### config.mk
export PLATFORM = sky130hd
export DESIGN_NAME = inline_span_context_hasher_core_flat
export DESIGN_NICKNAME = d
export VERILOG_FILES = /design/src/hw/rtl/isch_pkg.sv /design/src/hw/rtl/isch_byte_if.sv /design/src/hw/rtl/isch_res_if.sv /design/src/hw/rtl/inline_span_context_hasher_core.sv /design/src/flat_wrapper.sv
export SDC_FILE = /design/constraint.sdc
export NUM_CORES = 2
export LEC_CHECK = 0
export BUFFER_PORTS_ARGS = -buffer_cell sky130_fd_sc_hd__buf_2
export CAP_MARGIN = 20
export CORE_MARGIN = 5
export CORE_UTILIZATION = 35
export DETAILED_ROUTE_END_ITERATION = 8
export GPL_TIMING_DRIVEN = 0
export PLACE_DENSITY = 0.49
export SLEW_MARGIN = 20
export SYNTH_ARGS = -nofsm -noshare
export SYNTH_HDL_FRONTEND = slang
export SYNTH_SLANG_ARGS = --single-unit
### constraint.sdc
create_clock -name clk_i -period 13.7 [get_ports clk_i]
set_input_delay 0.685 -clock clk_i [delete_from_list [all_inputs] [get_ports clk_i]]
set_output_delay 0.685 -clock clk_i [all_outputs]
set_load 0.005 [all_outputs]
### src/hw/rtl/isch_pkg.sv
// shared constants and helpers for the inline span context hasher
package isch_pkg;

  // span kind codes as they appear on the result word
  localparam logic [1:0] KIND_NONE     = 2'd0;
  localparam logic [1:0] KIND_BACKTICK = 2'd1;
  localparam logic [1:0] KIND_DOLLAR   = 2'd2;

  // delimiter characters
  localparam logic [7:0] CHAR_NEWLINE  = 8'h0A;
  localparam logic [7:0] CHAR_BACKTICK = 8'h60;
  localparam logic [7:0] CHAR_DOLLAR   = 8'h24;

  // hash constants
  localparam logic [63:0] MIX_MULT      = 64'd6364136223846793005;
  localparam logic [63:0] SEED_BACKTICK = 64'hD1E2_F3A4_B5C6_0718;
  localparam logic [63:0] SEED_DOLLAR   = 64'h3C4D_5E6F_7A8B_9CA0;

  // interior count saturation and bucket placement
  localparam logic [3:0] COUNT_MAX    = 4'd12;
  localparam int unsigned BUCKET_SHIFT = 60;

  // seed for a span kind, an unused code gets seed zero
  function automatic logic [63:0] kind_seed(input logic [1:0] kind);
    logic [63:0] seed;
    case (kind)
      KIND_BACKTICK: seed = SEED_BACKTICK;
      KIND_DOLLAR:   seed = SEED_DOLLAR;
      default:       seed = 64'd0;
    endcase
    return seed;
  endfunction

  // position bucket of the interior count
  function automatic logic [2:0] count_bucket(input logic [3:0] n);
    logic [2:0] b;
    if (n == 4'd0) begin
      b = 3'd0;
    end else if (n <= 4'd2) begin
      b = 3'd1;
    end else if (n <= 4'd5) begin
      b = 3'd2;
    end else if (n <= 4'd11) begin
      b = 3'd3;
    end else begin
      b = 3'd4;
    end
    return b;
  endfunction

endpackage

### src/hw/rtl/isch_byte_if.sv
// input channel carrying one text byte per word
interface isch_byte_if;
  logic       valid;
  logic       ready;
  logic [7:0] text_byte;

  modport source (output valid, output text_byte, input ready);
  modport sink   (input valid, input text_byte, output ready);
endinterface

### src/hw/rtl/isch_res_if.sv
// result channel carrying span kind, eligibility and context key
interface isch_res_if;
  logic        valid;
  logic        ready;
  logic [1:0]  span_kind;
  logic        in_span;
  logic [63:0] context_key;

  modport source (output valid, output span_kind, output in_span, output context_key,
                  input ready);
  modport sink   (input valid, input span_kind, input in_span, input context_key,
                  output ready);
endinterface

### src/hw/rtl/inline_span_context_hasher_core.sv
// Inline span tracker with a 64-bit prefix hash and context key per byte.
// Each accepted byte passes through the input register, then the span update and the
// result register, which holds its result word.
// Throughput: one byte per cycle while the result channel is not stalled; the hash
// multiply (three 32x32 partial products) sits in the span state feedback loop.
// Reset: asynchronous active low; no span open, digest and count zero, both stages empty.
module inline_span_context_hasher_core (
  input  logic        clk_i,
  input  logic        rst_ni,
  isch_byte_if.sink   byte_i,
  isch_res_if.source  res_o
);

  // input register
  logic       in_vld_q;
  logic [7:0] in_byte_q;

  // span state
  logic [1:0]  kind_q, kind_d;
  logic [63:0] digest_q, digest_d;
  logic [3:0]  count_q, count_d;

  // result register
  logic        out_vld_q;
  logic [1:0]  out_kind_q;
  logic        out_span_q;
  logic [63:0] out_key_q;

  logic advance;
  logic in_ready;

  // pipeline handshake
  assign advance  = in_vld_q && (!out_vld_q || res_o.ready);
  assign in_ready = !in_vld_q || advance;
  assign byte_i.ready = in_ready;

  always_ff @(posedge clk_i or negedge rst_ni) begin
    if (!rst_ni) begin
      in_vld_q <= 1'b0;
    end else if (in_ready) begin
      in_vld_q <= byte_i.valid;
    end
  end

  always_ff @(posedge clk_i) begin
    if (in_ready && byte_i.valid) begin
      in_byte_q <= byte_i.text_byte;
    end
  end

  // digest times multiplier, low 64 bits from three 32x32 partial products
  logic [63:0] pp_lo;
  logic [31:0] pp_mid_a;
  logic [31:0] pp_mid_b;
  logic [31:0] mid_sum;
  logic [63:0] mixed;

  always_comb begin
    pp_lo    = digest_q[31:0] * isch_pkg::MIX_MULT[31:0];
    pp_mid_a = digest_q[31:0] * isch_pkg::MIX_MULT[63:32];
    pp_mid_b = digest_q[63:32] * isch_pkg::MIX_MULT[31:0];
    mid_sum  = pp_mid_a + pp_mid_b;
    mixed    = pp_lo + {mid_sum, 32'd0};
  end

  // span update for the byte in the input register
  always_comb begin
    kind_d   = kind_q;
    digest_d = digest_q;
    count_d  = count_q;
    if (in_byte_q == isch_pkg::CHAR_NEWLINE) begin
      kind_d   = isch_pkg::KIND_NONE;
      digest_d = 64'd0;
      count_d  = 4'd0;
    end else if (kind_q == isch_pkg::KIND_NONE) begin
      if (in_byte_q == isch_pkg::CHAR_BACKTICK) begin
        kind_d   = isch_pkg::KIND_BACKTICK;
        digest_d = 64'd0;
        count_d  = 4'd0;
      end else if (in_byte_q == isch_pkg::CHAR_DOLLAR) begin
        kind_d   = isch_pkg::KIND_DOLLAR;
        digest_d = 64'd0;
        count_d  = 4'd0;
      end
    end else if ((kind_q == isch_pkg::KIND_BACKTICK && in_byte_q == isch_pkg::CHAR_BACKTICK) ||
                 (kind_q == isch_pkg::KIND_DOLLAR && in_byte_q == isch_pkg::CHAR_DOLLAR)) begin
      kind_d   = isch_pkg::KIND_NONE;
      digest_d = 64'd0;
      count_d  = 4'd0;
    end else begin
      digest_d = mixed ^ {56'd0, in_byte_q};
      if (count_q < isch_pkg::COUNT_MAX) begin
        count_d = count_q + 4'd1;
      end
    end
  end

  always_ff @(posedge clk_i or negedge rst_ni) begin
    if (!rst_ni) begin
      kind_q   <= isch_pkg::KIND_NONE;
      digest_q <= 64'd0;
      count_q  <= 4'd0;
    end else if (advance) begin
      kind_q   <= kind_d;
      digest_q <= digest_d;
      count_q  <= count_d;
    end
  end

  // context key from the updated state
  logic [63:0] bucket_word;
  logic [63:0] key_d;

  always_comb begin
    bucket_word = {61'd0, isch_pkg::count_bucket(count_d)} << isch_pkg::BUCKET_SHIFT;
    key_d       = isch_pkg::kind_seed(kind_d) ^ digest_d ^ bucket_word;
  end

  // result register
  always_ff @(posedge clk_i or negedge rst_ni) begin
    if (!rst_ni) begin
      out_vld_q <= 1'b0;
    end else if (advance) begin
      out_vld_q <= 1'b1;
    end else if (res_o.ready) begin
      out_vld_q <= 1'b0;
    end
  end

  always_ff @(posedge clk_i) begin
    if (advance) begin
      out_kind_q <= kind_d;
      out_span_q <= (kind_d != isch_pkg::KIND_NONE);
      out_key_q  <= key_d;
    end
  end

  assign res_o.valid       = out_vld_q;
  assign res_o.span_kind   = out_kind_q;
  assign res_o.in_span     = out_span_q;
  assign res_o.context_key = out_key_q;

endmodule
### src/flat_wrapper.sv
// flat-port wrapper written by rule: the top's interface ports become plain ports
module inline_span_context_hasher_core_flat 
  (clk_i, rst_ni, byte_i_valid, byte_i_text_byte, byte_i_ready, res_o_valid, res_o_span_kind, res_o_in_span, res_o_context_key, res_o_ready);
  isch_byte_if byte_i_i ();
  isch_res_if res_o_i ();
  input  logic clk_i;
  input  logic rst_ni;
  input wire logic [$bits(byte_i_i.valid)-1:0] byte_i_valid;
  input wire logic [$bits(byte_i_i.text_byte)-1:0] byte_i_text_byte;
  output wire logic [$bits(byte_i_i.ready)-1:0] byte_i_ready;
  output wire logic [$bits(res_o_i.valid)-1:0] res_o_valid;
  output wire logic [$bits(res_o_i.span_kind)-1:0] res_o_span_kind;
  output wire logic [$bits(res_o_i.in_span)-1:0] res_o_in_span;
  output wire logic [$bits(res_o_i.context_key)-1:0] res_o_context_key;
  input wire logic [$bits(res_o_i.ready)-1:0] res_o_ready;
  assign byte_i_i.valid = byte_i_valid;
  assign byte_i_i.text_byte = byte_i_text_byte;
  assign byte_i_ready = byte_i_i.ready;
  assign res_o_valid = res_o_i.valid;
  assign res_o_span_kind = res_o_i.span_kind;
  assign res_o_in_span = res_o_i.in_span;
  assign res_o_context_key = res_o_i.context_key;
  assign res_o_i.ready = res_o_ready;
  inline_span_context_hasher_core u_core (.clk_i(clk_i), .rst_ni(rst_ni), .byte_i(byte_i_i), .res_o(res_o_i));
endmodule
==> out/metrics.yaml <==
fin_area_mm2: 0.0463
vias_per_cell: 4.97
async_reset_ff_frac: 0.490
start_kind: "flop"
drt-total-wl_mm: 159
grt_pass1_vias: 31900
drc: 0
worst_ep_arrival_time_ns: 12.88
die_h_um: 361
worstPathMaxFanout: 12
seqCellArea_mm2: 0.00406
post_cts_buffers: 0
ys.flop_type: "edfxtp_1"
r2r_start: "u_core.digest_q[3]$_DFFE_PN0P_"
finalSetupTns_ns: 0
fp.dieW_um: 361
clock_sinks: 147
start_util: 0.353
drv_cap: 0
drive_gt1_frac: 0.0424
pin_count: 81
tightest_slew_ns: 1.31
ctsResizeCount: 0
die_area_mm2: 0.130
ys.warnings.count: 0
skew_ns: 0.0319
grt_pass1_wl_mm: 228
synth-seq-area-share: 0.0942
yosysUniqueCellTypes: 80
port_buffers: 80
cp.required_ns: 13.95
timing.final.max_slew_violations: 0
outcome: "finished clean"
final_nets: 5966
fin_crit_ns: 12.62
rows: 128
core_area_mm2: 0.122
routedWlPerCell_um: 26.6
endpoint_kind: "flop"
multiInputGateArea_mm2: 0.0336
crit_path_max_incr_delay_ns: 1.01
hold_ws_ns: 0.0579
synth-seq-cells: 147
dr.pass1.iters: 6
syn_inst: 4222
syn2layout_area_growth_pct: 7.52
setup_violations: 0
ctsHtreeMaxLevel: 4
grt_usage: 0.247
nFillCells: 12400
hold_class: "input port to asynchronous set/reset pin"
hold_viol_final: 0
grt_max_degree: 43
final.period_utilization: 0.921
synth_nets: 5860
synth_area_mm2: 0.0430
drt_iter0_drc: 2397
grt_setup_unrepaired: "no"
crit_type: "flop to flop"
crit_slowest_cell: "xnor2_1"
cts_inserted_buffers: 17
cts_tree: "yes"
place_hpwl_mm: 141
vias: 29700
ant_nets: 0
placed_cell_area_mm2: 0.0456
crit_start: "u_core.digest_q[3]$_DFFE_PN0P_"
path_clk_slew_ns: 0.09
place.gp.congestion: 1.02
syn_avg_cell_area_um2: 10.2
grt_overflow_total: 0
clock_path_buffers: 2
clock.fmax_ghz: 0.0792
synth_edf_count: 75
antenna_found_initial: 5
cts_hold_buf: 0
clk_latency_ns: 0.54
maxSlewHeadroom: 0.118
cts_root_buffer: "clkbuf_16"
## flip-flops by register name, summed over array words and instances (netlist names)
signal and cells:
u_core.res_o.span_kind 2, u_core.res_o.context_key 64, u_core.kind_q 2, u_core.count_q 4, u_core.res_o.in_span 1, u_core.in_vld_q 1
u_core.res_o.valid 1, u_core.in_byte_q 8, u_core.digest_q 64
## kinds of logic after synthesis
group                    share of synthesized area
adder cells (fa/ha/maj)                      0.631
buffers and inverters                        0.127
AO/OA/AOI/OAI                               0.0648
AND/OR/NAND/NOR                             0.0398
XOR/XNOR                                    0.0436
flip-flops                                  0.0942
multiplexers                              0.000262
## critical path: cells and delay by family (launching register included)
family / cells / cell delay, ns
simple gates: 3 / 0.35
xor+xnor: 3 / 1.29
buf+inv: 8 / 0.46
compound gates: 14 / 3.01
fa+ha+maj: 15 / 6.44
flops: 1 / 0.74
## placed cells by master, fill, tap and decap left out, types with 15 or more instances in the layout
master,synthesis,final
clkbuf_1,31,29
a21o_1,52,52
nand4_1,21,21
clkbuf_16,0,17
nor3_1,16,16
edfxtp_1,75,75
dfrtp_1,72,70
inv_1,1377,1377
ha_1,720,720
nor2_1,96,96
a22oi_1,39,39
buf_2,18,99
a22o_1,15,15
o21ai_0,98,98
nand3_1,20,20
nand2_1,157,157
xor2_1,82,80
fa_1,906,906
a21oi_1,90,90
xnor2_1,132,129
## layer usage
layer,wire [um],GRT usage
met5,0,0
met4,6990,0.0906
met3,13500,0.0658
met2,71200,0.387
met1,66900,0.330
## worst paths after layout
check	endpoint	slack [ns]	cells after the start
worst max-delay path	u_core.res_o.context_key[63]$_DFFE_PP_	1.08	43
worst min-delay path	u_core.in_vld_q$_DFFE_PN0N_	0.06	1
worst max register to register	u_core.res_o.context_key[63]$_DFFE_PP_	1.08	43
worst min register to register	u_core.res_o.valid$_DFFE_PN0P_	0.50	1
max in group asynchronous	u_core.digest_q[8]$_DFFE_PN0P_	12.98	2
min in group clk_i	u_core.in_byte_q[0]$_DFFE_PP_	0.33	1
## metrics by stage
step                std cells  setup WS [ns]  utilization
finish                   5969           1.08        0.379
global route             5966          0.535        0.379
CTS                      5966           1.00        0.379
detailed placement       5934           1.11        0.374
global placement         5927           1.00        0.373
floorplan                4222           3.52            -
## area by class of cell
type,instances,area share
multi-input combinational,2634,0.726
inverter,1378,0.112
sequential,147,0.0877
tap,1625,0.0439
timing repair buffer,87,0.0117
clock buffer,17,0.00919
buffer,63,0.00611
clock inverter,15,0.00389
antenna,3,0.000162
## cells in the mapped netlist (all sizes together) (3+ instances only)
master	number	share of area
o31ai	10	0.0017
clkbuf	33	0.0029
and3	7	0.0011
or3	7	0.0010
a32oi	3	0.00061
a211o	4	0.00084
xnor2	132	0.027
a21boi	5	0.00087
nand2b	14	0.0020
nor3	16	0.0019
a22o	15	0.0031
a22oi	41	0.0074
nand2	158	0.014
o21bai	11	0.0019
nand3b	3	0.00052
nand3	21	0.0026
o21ai	110	0.013
ha	720	0.21
xor2	82	0.017
a211oi	8	0.0014
nor2b	9	0.0013
a21o	53	0.0093
inv	1378	0.12
fa	906	0.42
nor2	96	0.0084
o21a	14	0.0024
nor4	5	0.00087
buf	30	0.0035
a32o	3	0.00070
nand4	23	0.0036
a221oi	4	0.00096
or4	3	0.00052
dfrtp	72	0.042
edfxtp	75	0.052
a31oi	12	0.0017
o211ai	5	0.00087
o2111ai	5	0.0010
a21oi	96	0.012
Power is left out: the tool's default activity adds up to more than one toggle a clock period on the data nets, which glitch-free logic cannot reach.
